**config.mk**
```make
export PLATFORM = sky130hd
export DESIGN_NAME = c2d_div
export DESIGN_NICKNAME = d
export VERILOG_FILES = /design/src/hdl/c2d_pkg.sv /design/src/hdl/c2d_div.sv
export SDC_FILE = /design/constraint.sdc
export NUM_CORES = 1
export LEC_CHECK = 0
export BUFFER_PORTS_ARGS = -buffer_cell sky130_fd_sc_hd__buf_2
export CAP_MARGIN = 10
export CORE_ASPECT_RATIO = 1.2
export CORE_MARGIN = 2
export CORE_UTILIZATION = 55
export CTS_CLUSTER_DIAMETER = 80
export CTS_CLUSTER_SIZE = 16
export DETAILED_ROUTE_END_ITERATION = 10
export GPL_TIMING_DRIVEN = 0
export PLACE_DENSITY = 0.77
export SLEW_MARGIN = 20
export SYNTH_ARGS = -nofsm -noshare
export SYNTH_HDL_FRONTEND = slang
export SYNTH_SLANG_ARGS = --single-unit
```
**constraint.sdc**
```tcl
create_clock -name aclk -period 10 [get_ports aclk]
set_input_delay 0.5 -clock aclk [delete_from_list [all_inputs] [get_ports aclk]]
set_output_delay 0.5 -clock aclk [all_outputs]
set_load 0.01 [all_outputs]
```
**src/hdl/c2d_pkg.sv**
```systemverilog
// shared types, register codes and defaults for the rgb 2d convolution block
package c2d_pkg;

    localparam int C2D_MAX_WIDTH  = 2048;
    localparam int C2D_MAX_HEIGHT = 2048;
    localparam int C2D_KERNEL_MAX = 5;
    localparam int C2D_COEF_BITS  = 12;

    localparam int PIX_W     = 8;
    localparam int CFG_W     = 60;
    localparam int COEF_ROWS = 5;
    localparam int CFG_IDX_W = 3;

    localparam logic [CFG_IDX_W-1:0] CFG_COEF_ROW0      = 3'd0;
    localparam logic [CFG_IDX_W-1:0] CFG_COEF_ROW1      = 3'd1;
    localparam logic [CFG_IDX_W-1:0] CFG_COEF_ROW2      = 3'd2;
    localparam logic [CFG_IDX_W-1:0] CFG_COEF_ROW3      = 3'd3;
    localparam logic [CFG_IDX_W-1:0] CFG_COEF_ROW4      = 3'd4;
    localparam logic [CFG_IDX_W-1:0] CFG_FRAME_WIDTH    = 3'd5;
    localparam logic [CFG_IDX_W-1:0] CFG_FRAME_HEIGHT   = 3'd6;
    localparam logic [CFG_IDX_W-1:0] CFG_FILTER_CONTROL = 3'd7;

    localparam logic [CFG_W-1:0] RST_COEF_ROW2    = 60'd256;
    localparam logic [11:0]      RST_FRAME_WIDTH  = 12'd640;
    localparam logic [11:0]      RST_FRAME_HEIGHT = 12'd480;

    typedef enum logic [2:0] {
        ST_IDLE,
        ST_SETUP,
        ST_GATHER,
        ST_FLUSH,
        ST_COMBINE,
        ST_DIVIDE,
        ST_EMIT
    } c2d_state_t;

    typedef struct packed {
        logic clear;
        logic pass_en;
    } c2d_ctl_t;

endpackage

```
**src/hdl/c2d_div.sv**
```systemverilog
// iterative scale, round and clamp of the three channel sums, one quotient bit per cycle
module c2d_div import c2d_pkg::*; #(
    parameter int SUM_W = 32,
    parameter int KS_W  = 16
) (
    input  logic                    aclk,
    input  logic                    aresetn,
    input  logic                    start,
    input  logic                    norm,
    input  logic signed [SUM_W-1:0] sum_r,
    input  logic signed [SUM_W-1:0] sum_g,
    input  logic signed [SUM_W-1:0] sum_b,
    input  logic signed [KS_W-1:0]  ksum,
    output logic                    done,
    output logic [PIX_W-1:0]        res_r,
    output logic [PIX_W-1:0]        res_g,
    output logic [PIX_W-1:0]        res_b
);

    localparam int DEN_W = (KS_W > 9) ? KS_W : 9;
    localparam int NUM_W = SUM_W + 1;
    localparam int CW    = ((NUM_W > DEN_W) ? NUM_W : DEN_W) + 11;

    logic              busy_reg;
    logic              done_reg;
    logic [1:0]        ch_reg;
    logic [3:0]        stp_reg;
    logic [CW-1:0]     rem_reg;
    logic [CW-1:0]     dsh_reg;
    logic [PIX_W-1:0]  q_reg;
    logic [PIX_W-1:0]  res_reg [3];

    logic signed [SUM_W-1:0] sel;
    logic signed [NUM_W-1:0] num;
    logic [KS_W-1:0]         kabs;
    logic [DEN_W-1:0]        den;
    logic [CW-1:0]           n_val;
    logic [CW-1:0]           d_val;
    logic                    ge;
    logic [PIX_W-1:0]        q_bit;

    always_comb begin
        case (ch_reg)
            2'd0:    sel = sum_r;
            2'd1:    sel = sum_g;
            default: sel = sum_b;
        endcase
    end

    assign kabs  = ksum[KS_W-1] ? (~ksum + 1'b1) : ksum;
    assign num   = (norm && ksum[KS_W-1]) ? -{sel[SUM_W-1], sel} : {sel[SUM_W-1], sel};
    assign den   = norm ? DEN_W'(kabs) : DEN_W'(256);
    // round half away from zero: (2n + d) / 2d
    assign n_val = (CW'($unsigned(num)) << 1) + CW'(den);
    assign d_val = CW'(den) << 1;
    assign ge    = rem_reg >= dsh_reg;
    assign q_bit = {q_reg[PIX_W-2:0], ge};

    always_ff @(posedge aclk) begin
        if (!aresetn) begin
            busy_reg <= 1'b0;
            done_reg <= 1'b0;
            ch_reg   <= '0;
            stp_reg  <= '0;
        end else begin
            done_reg <= 1'b0;
            if (start) begin
                busy_reg <= 1'b1;
                ch_reg   <= '0;
                stp_reg  <= '0;
            end else if (busy_reg) begin
                if (stp_reg == 4'd0) begin
                    if ((norm && ksum == '0) || num <= 0 || n_val >= (d_val << 8)) begin
                        if (ch_reg == 2'd2) begin
                            busy_reg <= 1'b0;
                            done_reg <= 1'b1;
                        end else begin
                            ch_reg <= ch_reg + 1'b1;
                        end
                    end else begin
                        stp_reg <= 4'd1;
                    end
                end else if (stp_reg == 4'd8) begin
                    stp_reg <= '0;
                    if (ch_reg == 2'd2) begin
                        busy_reg <= 1'b0;
                        done_reg <= 1'b1;
                    end else begin
                        ch_reg <= ch_reg + 1'b1;
                    end
                end else begin
                    stp_reg <= stp_reg + 1'b1;
                end
            end
        end
    end

    always_ff @(posedge aclk) begin
        if (busy_reg && !start) begin
            if (stp_reg == 4'd0) begin
                rem_reg <= n_val;
                dsh_reg <= d_val << 7;
                q_reg   <= '0;
                if (norm && ksum == '0) begin
                    res_reg[ch_reg] <= (sel > 0) ? 8'd255 : 8'd0;
                end else if (num <= 0) begin
                    res_reg[ch_reg] <= 8'd0;
                end else if (n_val >= (d_val << 8)) begin
                    res_reg[ch_reg] <= 8'd255;
                end
            end else begin
                if (ge) begin
                    rem_reg <= rem_reg - dsh_reg;
                end
                dsh_reg <= dsh_reg >> 1;
                q_reg   <= q_bit;
                if (stp_reg == 4'd8) begin
                    res_reg[ch_reg] <= q_bit;
                end
            end
        end
    end

    assign done  = done_reg;
    assign res_r = res_reg[0];
    assign res_g = res_reg[1];
    assign res_b = res_reg[2];

endmodule

```
==> key figures <==
Global routing
  – Vias in the first global route: around 8400
  – Initial antenna violation count: 0
  – GRT Total Usage: a little over a quarter
  – Largest net degree at the start of global routing: 33
  – Final global-route overflow total: 0
  – First-pass GRT wire length: roughly 42000 µm

Timing
  – Fin crit period: between 8000 and 9000 ps
  – Final hold violation count: 0
  – Tcrit/Tclk final: 89.00%
  – Final setup viols: 0
  – Setup TNS: 0 ps
  – Worst Setup Slack, final: approximately 1100 ps
  – Final Slew Violations: 0
  – FMAX: approximately 0.11 GHz
  – RSZ-0062 raised after global routing: no
  – Worst Max-Slew Pin Slew: between 900 and 1000 ps
  – Worst slew margin: around 37%
  – Clock skew: ~14 ps

Drt
  – Antenna-violating nets left: 0
  – DRT Pass-1 Iters: 5
  – Vias/cell: just over 6
  – First DRT Iteration DRCs: between 500 and 600
  – Via count: 9225
  – Final wirelength: between 20000 and 30000 µm
  – Drt wl/cell: 17.50 µm
  – DR DRC count: 0

Clock network
  – CTS tree: done
  – Clk root buf: clkbuf_16
  – # Post-CTS Setup Buffers: 0
  – TritonCTS Buffers: 9
  – # hold bufs at CTS: 0
  – Worst-Skew Late Latency: 360 ps
  – CTS sink cnt: around 110
  – Clock Tree Buf Depth: 2
  – Htree depth: 3
  – Clock slew at reported path FFs: around 80 ps
  – Post-cts resize count: 0

Finish
  – Layout fillers: 1576
  – Inserted Diodes: 0
  – Share of layout cells above drive strength 1: around 16%
  – Number of flip-flops in the largest register: 44
  – Final non-filler cell total: around 1500
  – Area Growth Syn to Fin: 13.43%
  – Net count, final: 1477

Power
  – P_int: roughly 0.90 mW
  – Switch Pwr: slightly below 0.5 mW
  – Logic pwr share: between 30% and 40%
  – Clock share of power: a little over a quarter
  – Max VDD drop: about 0.088 mV
  – Sequential share of power: a little under two fifths
  – PD cells: around 120 nW/µm²
  – P_leak: between 4 and 5 nW
  – Switching part of the total: between 30% and 40%

Place
  – Port bufs: 138
  – Placer Congestion: 0.9225
  – Worst slack at placement: around 970 ps
  – DP Cell Count: 1504
  – Post-DP HPWL: between 20000 and 25000 µm

Logic synthesis
  – Synthesized area: roughly 10000 µm²
  – Ranking of synthesized cells by area: edfxtp_1, ha_1, xnor2_1, a21oi_1, nand2_1
  – Syn Nets: around 1300
  – Top_reg_cell synth: edfxtp_1
  – Post-synth EDFFs: just under 100
  – FF+latch count, synth: 107
  – Average cell area after synthesis: roughly 8.6 µm²
  – Sequential area share after synthesis: between 30% and 40%
  – Distinct cell type count after synthesis: 84
  – Ys async rst share: 0%
  – Synth Instances: 1144
  – Top cell type by total area after synthesis: edfxtp_1
  – Top cell type's share of synthesized area: a little under a third
  – Yosys warns: 0

Die
  – Site Rows: 53
  – Total core area: approximately 18000 µm²
  – Starting Density: a little under three fifths
  – Die X: 126.1 µm
  – I/O Pins: 141
  – Die Ht: 150.5 µm
  – Die area: 18970 µm²

Hold path
  – Hold Crit Depth: 2
  – HP Class: input port to flop

Worst setup path
  – Max FO, Critical Path: 10
  – Max stage delay on crit path: around 550 ps
  – Crit end category: flop
  – WP data required: between 10000 and 15000 ps
  – Type of the worst setup path: input port to flop
  – Cell depth of the worst flop-to-flop path: 34
  – Critical Path AT: between 8000 and 9000 ps
  – CP dominant cell by count: clkbuf_1
  – Startpoint Class: input port
  – Worst path slowest cell: buf_1

Run status
  – Status: finished clean

Run
  – Max-capacitance violation count: 0
[cells in the mapped netlist, types with 4 or more instances]
cell type	n
ha_1	64
buf_2	8
a21o_1	35
and4_1	5
mux2i_1	5
o21a_1	12
a21boi_0	5
a41oi_1	4
dfxtp_1	8
nor2_1	105
a22o_1	33
and2_1	14
xor2_1	22
nor3_1	30
o31a_1	4
xnor2_1	81
a211o_1	4
or3_1	12
a31oi_1	20
nand4_1	18
o41ai_1	5
or4_1	6
nor2b_1	8
and3_1	11
a31o_2	7
or2_2	6
a2111oi_0	5
nand3_1	24
clkbuf_1	32
nor4_1	12
o21ai_0	69
inv_1	65
a211oi_1	9
nand2b_1	12
nand2_1	109
edfxtp_1	99
o31ai_1	15
buf_6	4
a21oi_1	87
a311oi_1	4
[placed cells by master, fill, tap and decap left out, drive strengths merged, types with 33 or more instances in the layout]
cell      n
a21oi    90
buf     155
xnor2    81
a22o     33
ha       64
a21o     35
clkbuf   41
o21ai    71
nor2    108
edfxtp   99
inv      66
nand2   110
[power by group through the flow]
stage | Combinational, mW | Clock (mW) | Sequential, mW
3_3_place_gp | 0.479 | 0 | 0.539
3_5_place_dp | 0.491 | 0 | 0.539
6_report | 0.500 | 0.363 | 0.529
5_1_grt | 0.554 | 0.380 | 0.531
4_1_cts | 0.495 | 0.364 | 0.529
2_1_floorplan | 0.365 | 0 | 0.538
[kinds of logic after synthesis]
logic type	after synthesis	synth area share [%]
AOI/OAI and AO/OA	352	24.53
buffers and inverters	112	4.681
and+or+nand+nor	397	20.48
muxes	7	0.7378
DFF	107	31.85
xor gates and xnor gates	103	9.172
adders and majority gates	66	8.549
[metal layers]
layer,up-vias,global-route usage (%),wire (µm)
met2,332,50.24,13640
met4,0,8.736,620
met1,4288,33.57,11050
met5,-,0,0
met3,43,2.559,1291
li1,4562,-,-
[through the flow]
step / util [%] / cell area, µm² / hold WS (ps) / power (mW)
after CTS: 63.73 / 11160 / 402.9 / 1.389
after detailed placement: 61.96 / 10850 / 511.6 / 1.030
after floorplan: - / 9836 / 480.1 / 0.9034
after global placement: 61.70 / 10800 / 507.9 / 1.018
after global routing: 63.73 / 11160 / 405.6 / 1.465
final: 63.73 / 11160 / 415.2 / 1.393
[critical path, delay by kind of cell]
family | cells | cell delay [ps]
compound gates | 12 | 2710
xor+xnor | 1 | 300
fa+ha+maj | 2 | 660
buf+inv | 5 | 2230
simple gates | 10 | 2560
[path summary, 6_finish.rpt]
path / startpoint / to / slack, ps
max: norm / res_reg[0][0]$_DFFE_PP_ / 1100
min: aresetn / busy_reg$_SDFF_PN0_ / 420
max reg2reg: ch_reg[0]$_SDFFE_PP0P_ / res_reg[0][0]$_DFFE_PP_ / 1200
min reg2reg: ch_reg[0]$_SDFFE_PP0P_ / ch_reg[0]$_SDFFE_PP0P_ / 520
[layout make-up]
cell class	instances	area, µm²	share of cell area (%)
clock inverter	7	83.83	0.7514
buffer	47	216.5	1.940
inverter	65	244.0	2.187
tap	220	275.3	2.467
multi-input combinational	925	6256	56.07
timing repair buffer	140	723.2	6.482
clock buffer	9	225.2	2.019
sequential	107	3133	28.08
No activity file was read; power rests on OpenSTA's default activity.
