<file path="config.mk">
export PLATFORM = sky130hd
export DESIGN_NAME = c2d_cell
export DESIGN_NICKNAME = d
export VERILOG_FILES = /design/src/hdl/c2d_pkg.sv /design/src/hdl/c2d_cell.sv
export SDC_FILE = /design/constraint.sdc
export NUM_CORES = 2
export LEC_CHECK = 0
export BUFFER_PORTS_ARGS = -buffer_cell sky130_fd_sc_hd__buf_4
export CAP_MARGIN = 20
export CORE_ASPECT_RATIO = 0.7
export CORE_MARGIN = 5
export CORE_UTILIZATION = 56
export CTS_CLUSTER_SIZE = 20
export DETAILED_ROUTE_END_ITERATION = 8
export GPL_TIMING_DRIVEN = 1
export PLACE_DENSITY_LB_ADDON = 0.1
export SYNTH_ARGS = -nofsm -noshare
export SYNTH_HDL_FRONTEND = slang
export SYNTH_SLANG_ARGS = --single-unit
export TNS_END_PERCENT = 20
</file>
<file path="constraint.sdc">
create_clock -name aclk -period 5.8 [get_ports aclk]
set_clock_uncertainty 0.1 [all_clocks]
set_input_delay 1.16 -clock aclk [delete_from_list [all_inputs] [get_ports aclk]]
set_output_delay 1.16 -clock aclk [all_outputs]
set_load 0.05 [all_outputs]
</file>
<file path="src/hdl/c2d_pkg.sv">
// shared types, register codes and defaults for the rgb 2d convolution block
package c2d_pkg;

    localparam int C2D_MAX_WIDTH  = 2048;
    localparam int C2D_MAX_HEIGHT = 2048;
    localparam int C2D_KERNEL_MAX = 5;
    localparam int C2D_COEF_BITS  = 12;

    localparam int PIX_W     = 8;
    localparam int CFG_W     = 60;
    localparam int COEF_ROWS = 5;
    localparam int CFG_IDX_W = 3;

    localparam logic [CFG_IDX_W-1:0] CFG_COEF_ROW0      = 3'd0;
    localparam logic [CFG_IDX_W-1:0] CFG_COEF_ROW1      = 3'd1;
    localparam logic [CFG_IDX_W-1:0] CFG_COEF_ROW2      = 3'd2;
    localparam logic [CFG_IDX_W-1:0] CFG_COEF_ROW3      = 3'd3;
    localparam logic [CFG_IDX_W-1:0] CFG_COEF_ROW4      = 3'd4;
    localparam logic [CFG_IDX_W-1:0] CFG_FRAME_WIDTH    = 3'd5;
    localparam logic [CFG_IDX_W-1:0] CFG_FRAME_HEIGHT   = 3'd6;
    localparam logic [CFG_IDX_W-1:0] CFG_FILTER_CONTROL = 3'd7;

    localparam logic [CFG_W-1:0] RST_COEF_ROW2    = 60'd256;
    localparam logic [11:0]      RST_FRAME_WIDTH  = 12'd640;
    localparam logic [11:0]      RST_FRAME_HEIGHT = 12'd480;

    typedef enum logic [2:0] {
        ST_IDLE,
        ST_SETUP,
        ST_GATHER,
        ST_FLUSH,
        ST_COMBINE,
        ST_DIVIDE,
        ST_EMIT
    } c2d_state_t;

    typedef struct packed {
        logic clear;
        logic pass_en;
    } c2d_ctl_t;

endpackage

</file>
<file path="src/hdl/c2d_cell.sv">
// one kernel-row cell: multiply-accumulate of its row taps, then sum passing down the chain
module c2d_cell import c2d_pkg::*; #(
    parameter int COEF_BITS = C2D_COEF_BITS,
    parameter int IDX       = 0,
    parameter int TW        = 1,
    parameter int SUM_W     = 32,
    parameter int KS_W      = 16
) (
    input  logic                        aclk,
    input  logic                        aresetn,
    input  c2d_ctl_t                    ctl,
    input  logic [TW-1:0]               pass_step,
    input  logic                        tap_v_in,
    input  logic [TW-1:0]               tap_row_in,
    input  logic signed [COEF_BITS-1:0] tap_coef_in,
    input  logic [3*PIX_W-1:0]          tap_pix_in,
    output logic                        tap_v_out,
    output logic [TW-1:0]               tap_row_out,
    output logic signed [COEF_BITS-1:0] tap_coef_out,
    output logic [3*PIX_W-1:0]          tap_pix_out,
    input  logic signed [SUM_W-1:0]     sum_r_in,
    input  logic signed [SUM_W-1:0]     sum_g_in,
    input  logic signed [SUM_W-1:0]     sum_b_in,
    input  logic signed [KS_W-1:0]      sum_k_in,
    output logic signed [SUM_W-1:0]     sum_r_out,
    output logic signed [SUM_W-1:0]     sum_g_out,
    output logic signed [SUM_W-1:0]     sum_b_out,
    output logic signed [KS_W-1:0]      sum_k_out
);

    localparam int PROD_W = COEF_BITS + PIX_W;

    logic                        tap_v_reg;
    logic [TW-1:0]               tap_row_reg;
    logic signed [COEF_BITS-1:0] tap_coef_reg;
    logic [3*PIX_W-1:0]          tap_pix_reg;

    logic                        prod_v_reg;
    logic signed [PROD_W-1:0]    prod_r_reg, prod_g_reg, prod_b_reg;
    logic signed [COEF_BITS-1:0] prod_k_reg;

    logic signed [SUM_W-1:0]     acc_r_reg, acc_g_reg, acc_b_reg;
    logic signed [KS_W-1:0]      acc_k_reg;

    logic                        hit;
    logic                        pass_hit;
    logic signed [PROD_W:0]      full_r, full_g, full_b;

    assign hit      = tap_v_in && (tap_row_in == TW'(IDX));
    assign pass_hit = ctl.pass_en && (pass_step == TW'(IDX));

    assign full_r = tap_coef_in * $signed({1'b0, tap_pix_in[PIX_W-1:0]});
    assign full_g = tap_coef_in * $signed({1'b0, tap_pix_in[2*PIX_W-1:PIX_W]});
    assign full_b = tap_coef_in * $signed({1'b0, tap_pix_in[3*PIX_W-1:2*PIX_W]});

    always_ff @(posedge aclk) begin
        if (!aresetn) begin
            tap_v_reg  <= 1'b0;
            prod_v_reg <= 1'b0;
        end else begin
            tap_v_reg  <= tap_v_in;
            prod_v_reg <= hit;
        end
    end

    always_ff @(posedge aclk) begin
        tap_row_reg  <= tap_row_in;
        tap_coef_reg <= tap_coef_in;
        tap_pix_reg  <= tap_pix_in;
        prod_r_reg   <= full_r[PROD_W-1:0];
        prod_g_reg   <= full_g[PROD_W-1:0];
        prod_b_reg   <= full_b[PROD_W-1:0];
        prod_k_reg   <= tap_coef_in;
    end

    always_ff @(posedge aclk) begin
        if (ctl.clear) begin
            acc_r_reg <= '0;
            acc_g_reg <= '0;
            acc_b_reg <= '0;
            acc_k_reg <= '0;
        end else if (prod_v_reg) begin
            acc_r_reg <= acc_r_reg + {{(SUM_W-PROD_W){prod_r_reg[PROD_W-1]}}, prod_r_reg};
            acc_g_reg <= acc_g_reg + {{(SUM_W-PROD_W){prod_g_reg[PROD_W-1]}}, prod_g_reg};
            acc_b_reg <= acc_b_reg + {{(SUM_W-PROD_W){prod_b_reg[PROD_W-1]}}, prod_b_reg};
            acc_k_reg <= acc_k_reg
                + {{(KS_W-COEF_BITS){prod_k_reg[COEF_BITS-1]}}, prod_k_reg};
        end else if (pass_hit) begin
            // fold the upstream partial sums into this row
            acc_r_reg <= acc_r_reg + sum_r_in;
            acc_g_reg <= acc_g_reg + sum_g_in;
            acc_b_reg <= acc_b_reg + sum_b_in;
            acc_k_reg <= acc_k_reg + sum_k_in;
        end
    end

    assign tap_v_out    = tap_v_reg;
    assign tap_row_out  = tap_row_reg;
    assign tap_coef_out = tap_coef_reg;
    assign tap_pix_out  = tap_pix_reg;
    assign sum_r_out    = acc_r_reg;
    assign sum_g_out    = acc_g_reg;
    assign sum_b_out    = acc_b_reg;
    assign sum_k_out    = acc_k_reg;

endmodule

</file>
==> out/results.ini <==
[outcome]
result_of_the_run = complete, no violations

[sta]
slew_headroom_pct = 31.0
fin_crit_sh_pct = 92.2
rsz0062_at_grt = false
setup_total_negative_slack_ns = 0
worst_hold_slack_ns = 0.421
tightestPinTransition_ns = 1.02
timing.fmax_mhz = 187
final_period_minus_worst_setup_slack_ns = 5.35
final-setup-viol-count = 0
final-max-slew-violation-count = 0
report.final.hold_viol_count = 0

[global_route]
grt_pass1_wl_microns = 130000
grt_pass1_vias = 24298
grt_start_max_net_pins = 97
grt_remaining_overflow = 0
antenna_found_initial = 3
grt_usage_pct = 29.9

[floorplan]
core_footprint_sq_um = 48000
ios = 305
start_util_pct = 56.6
design.die.area_sq_um = 53100
floorplan.rows = 67
die_width_microns = 273
dieHeight_microns = 194

[clock_tree]
post_cts_resize_count = 0
clk_path_buf_depth = 3
cts_tree = yes
cts-hold-fix-buffers = 0
cts_setup_buffers = 0
cts.root.buffer_cell = sky130_fd_sc_hd__clkbuf_16
clock_pin_slew_worst_setup_and_hold_paths_ns = 0.06
h-tree-depth = 1
tritoncts.num_buffers = 24
clk-insertion-delay-late_ns = 0.57
numClockSinks = 211

[setup_path]
worst-endpoint-required_ns = 6.19
criticalPathCategory = in -> reg
critPathLaunch = tap_coef_in[5]
r2r_start = sum_b_out[1]$_SDFFE_PP0P_
crit_path_end_kind = flop
worst_ep_arrival_time_ns = 5.74
critical_path.startpoint_type = input port
critical_path.max_fanout = 18

[yosys]
synthCells = 3297
postSynth.asyncResetShare_pct = 0
synth_sequential_area_ratio_pct = 15.6
ranking_of_synthesized_cells_by_area = sky130_fd_sc_hd__fa_1 (17%), sky130_fd_sc_hd__dfxtp_1 (16%), sky130_fd_sc_hd__ha_1 (15%), sky130_fd_sc_hd__inv_1 (5.7%), sky130_fd_sc_hd__a21oi_1 (5.0%)
yosys.area.top_type = sky130_fd_sc_hd__fa_1
synth_cell_type_count = 85
ys_dominant_reg_cell = sky130_fd_sc_hd__dfxtp_1
number_of_synthesized_register_bits = 211
syn-cell-area_sq_um = 27200
avgSynthCellArea_sq_um = 8.24
synth_edf_count = 0
synth-warning-count = 0
postSynthNetCount = 4021
netlist.area_leader.share_pct = 17.4

[placed_design]
dpl.hpwl_microns = 65400
gpl_wtd_cong = 0.917
post-place-cells = 4197
placement.io_buffers = 304
standard_cell_area_after_detailed_placement_sq_um = 30300

[layout]
instances_no_fill = 4239
post_route_cells_drive_above_1_share_pct = 12.3
stdcell_area_sq_um = 31100
most_frequent_standard_cell_in_the_layout_excluding_fill_and_tap_cells = sky130_fd_sc_hd__inv_1
areaGrowthSynthToFinish_pct = 14.5
design.final.nets = 4292
mostFrequentLayoutCells = sky130_fd_sc_hd__inv_1 (412), sky130_fd_sc_hd__buf_4 (358), sky130_fd_sc_hd__ha_1 (333), sky130_fd_sc_hd__nand2_1 (324), sky130_fd_sc_hd__a21oi_1 (270)

[detailed_routing]
detail_route.drc_violations = 0
detail_route.iter0.violations = 1893
final_antenna_net_count = 0
totalWireLength_microns = 81500
post_drt_wl_per_cell_microns = 19.2
number_of_search_and_repair_iterations_in_the_first_detailed_routing_pass = 5
num_vias = 24518
avgViaCountPerCell = 5.78

[power_and_ir_drop]
p_leak_nw = 15.4
worst_vdd_ir_mv = 0.243
cellPowerDensity_nw_per_um2 = 397
p_total_mw = 12.3

[job]
max_cap_viol_count = 0

[min_path]
holdCritPathClass = reg -> reg
timing.hold.worst.start = sum_k_out[15]$_SDFFE_PP0P_

[logic make-up after synthesis]
kind of cell	count (synthesis)	synth area share, %
xor gates and xnor gates	238	7.68
muxes	17	0.668
DFF	211	15.6
buffers and inverters	528	7.30
AOI/OAI and AO/OA	828	20.1
adders and majority gates	569	32.7
and+or+nand+nor	906	15.9
[metal layers]
layer	vias to the layer above	global-route usage [%]	share of wire, %	wire length, microns
met3	116	5.12	8.3	6800
met1	11656	45.1	47	38500
met4	2	6.29	2.1	1720
met2	914	45.1	42	34400
li1	11830	-	-	-
met5	-	0	0.014	11
[power by group]
group / leakage (nW) / total (mW) / switching (mW) / internal [mW]
Sequential: 1.76 / 2.24 / 0.410 / 1.83
Clock: 0.375 / 1.59 / 0.707 / 0.884
Combinational: 13.3 / 8.51 / 4.92 / 3.59
[synthesized netlist by cell type (9+ instances only)]
| cell | n |
|---|---|
| sky130_fd_sc_hd__inv_1 | 412 |
| sky130_fd_sc_hd__ha_1 | 333 |
| sky130_fd_sc_hd__nand2_1 | 324 |
| sky130_fd_sc_hd__a21oi_1 | 270 |
| sky130_fd_sc_hd__fa_1 | 236 |
| sky130_fd_sc_hd__dfxtp_1 | 211 |
| sky130_fd_sc_hd__nor2_1 | 183 |
| sky130_fd_sc_hd__and2_1 | 164 |
| sky130_fd_sc_hd__xnor2_1 | 149 |
| sky130_fd_sc_hd__clkbuf_1 | 107 |
| sky130_fd_sc_hd__o21ai_0 | 106 |
| sky130_fd_sc_hd__a21o_1 | 94 |
| sky130_fd_sc_hd__xor2_1 | 89 |
| sky130_fd_sc_hd__a211oi_1 | 72 |
| sky130_fd_sc_hd__nor3_1 | 50 |
| sky130_fd_sc_hd__nand3_1 | 43 |
| sky130_fd_sc_hd__o21bai_1 | 43 |
| sky130_fd_sc_hd__a221oi_1 | 35 |
| sky130_fd_sc_hd__nand2b_1 | 26 |
| sky130_fd_sc_hd__o21a_1 | 26 |
| sky130_fd_sc_hd__nor2b_1 | 25 |
| sky130_fd_sc_hd__a31oi_1 | 21 |
| sky130_fd_sc_hd__nand4_1 | 21 |
| sky130_fd_sc_hd__and3_1 | 19 |
| sky130_fd_sc_hd__o31ai_1 | 18 |
| sky130_fd_sc_hd__o211ai_1 | 17 |
| sky130_fd_sc_hd__or3_1 | 15 |
| sky130_fd_sc_hd__o21ai_1 | 14 |
| sky130_fd_sc_hd__buf_1 | 9 |
| sky130_fd_sc_hd__or2_2 | 9 |
[worst max-delay path, stage by stage]
cell and delay, ns:
sky130_fd_sc_hd__buf_4 0.25, sky130_fd_sc_hd__buf_4 0.17, sky130_fd_sc_hd__nand2_1 0.05, sky130_fd_sc_hd__fa_1 0.48, sky130_fd_sc_hd__inv_1 0.05, sky130_fd_sc_hd__fa_1 0.51, sky130_fd_sc_hd__inv_1 0.06, sky130_fd_sc_hd__fa_1 0.50
sky130_fd_sc_hd__fa_1 0.49, sky130_fd_sc_hd__inv_1 0.04, sky130_fd_sc_hd__ha_1 0.28, sky130_fd_sc_hd__a21oi_1 0.20, sky130_fd_sc_hd__o21bai_1 0.10, sky130_fd_sc_hd__a21o_1 0.20, sky130_fd_sc_hd__a21oi_1 0.22, sky130_fd_sc_hd__o21ai_1 0.12
sky130_fd_sc_hd__o41a_1 0.34, sky130_fd_sc_hd__a21o_1 0.19, sky130_fd_sc_hd__a21oi_1 0.19, sky130_fd_sc_hd__xnor2_1 0.14
[cell type report]
| cell class | instances | area (sq um) |
|---|---|---|
| flip-flops and latches | 211 | 4230 |
| clock inverters | 10 | 106 |
| diodes | 1 | 2.50 |
| multi-input cells | 2558 | 21000 |
| well taps | 655 | 820 |
| inverters | 412 | 1550 |
| fillers | 4242 | 16900 |
| repair buffers | 361 | 2750 |
| clock buffers | 31 | 687 |
[final timing paths]
kind / endpoint / depth (start not counted) / slack (ns)
hold reg to reg: sum_k_out[15]$_SDFFE_PP0P_ / 2 / 0.42
setup / recovery: prod_g_reg[18]$_DFF_P_ / 20 / 0.45
hold / removal: sum_k_out[15]$_SDFFE_PP0P_ / 2 / 0.42
setup reg to reg: sum_b_out[28]$_SDFFE_PP0P_ / 12 / 2.08
[through the flow]
step                      setup WS (ns)  utilization, %
after detailed placement         -0.125            63.2
final                             0.450            64.9
after CTS                         0.434            64.8
after global routing              0.166            64.8
after global placement           0.0233            63.2
after floorplan                   0.146               -
Note: power is estimated with default switching activity, not from simulation.
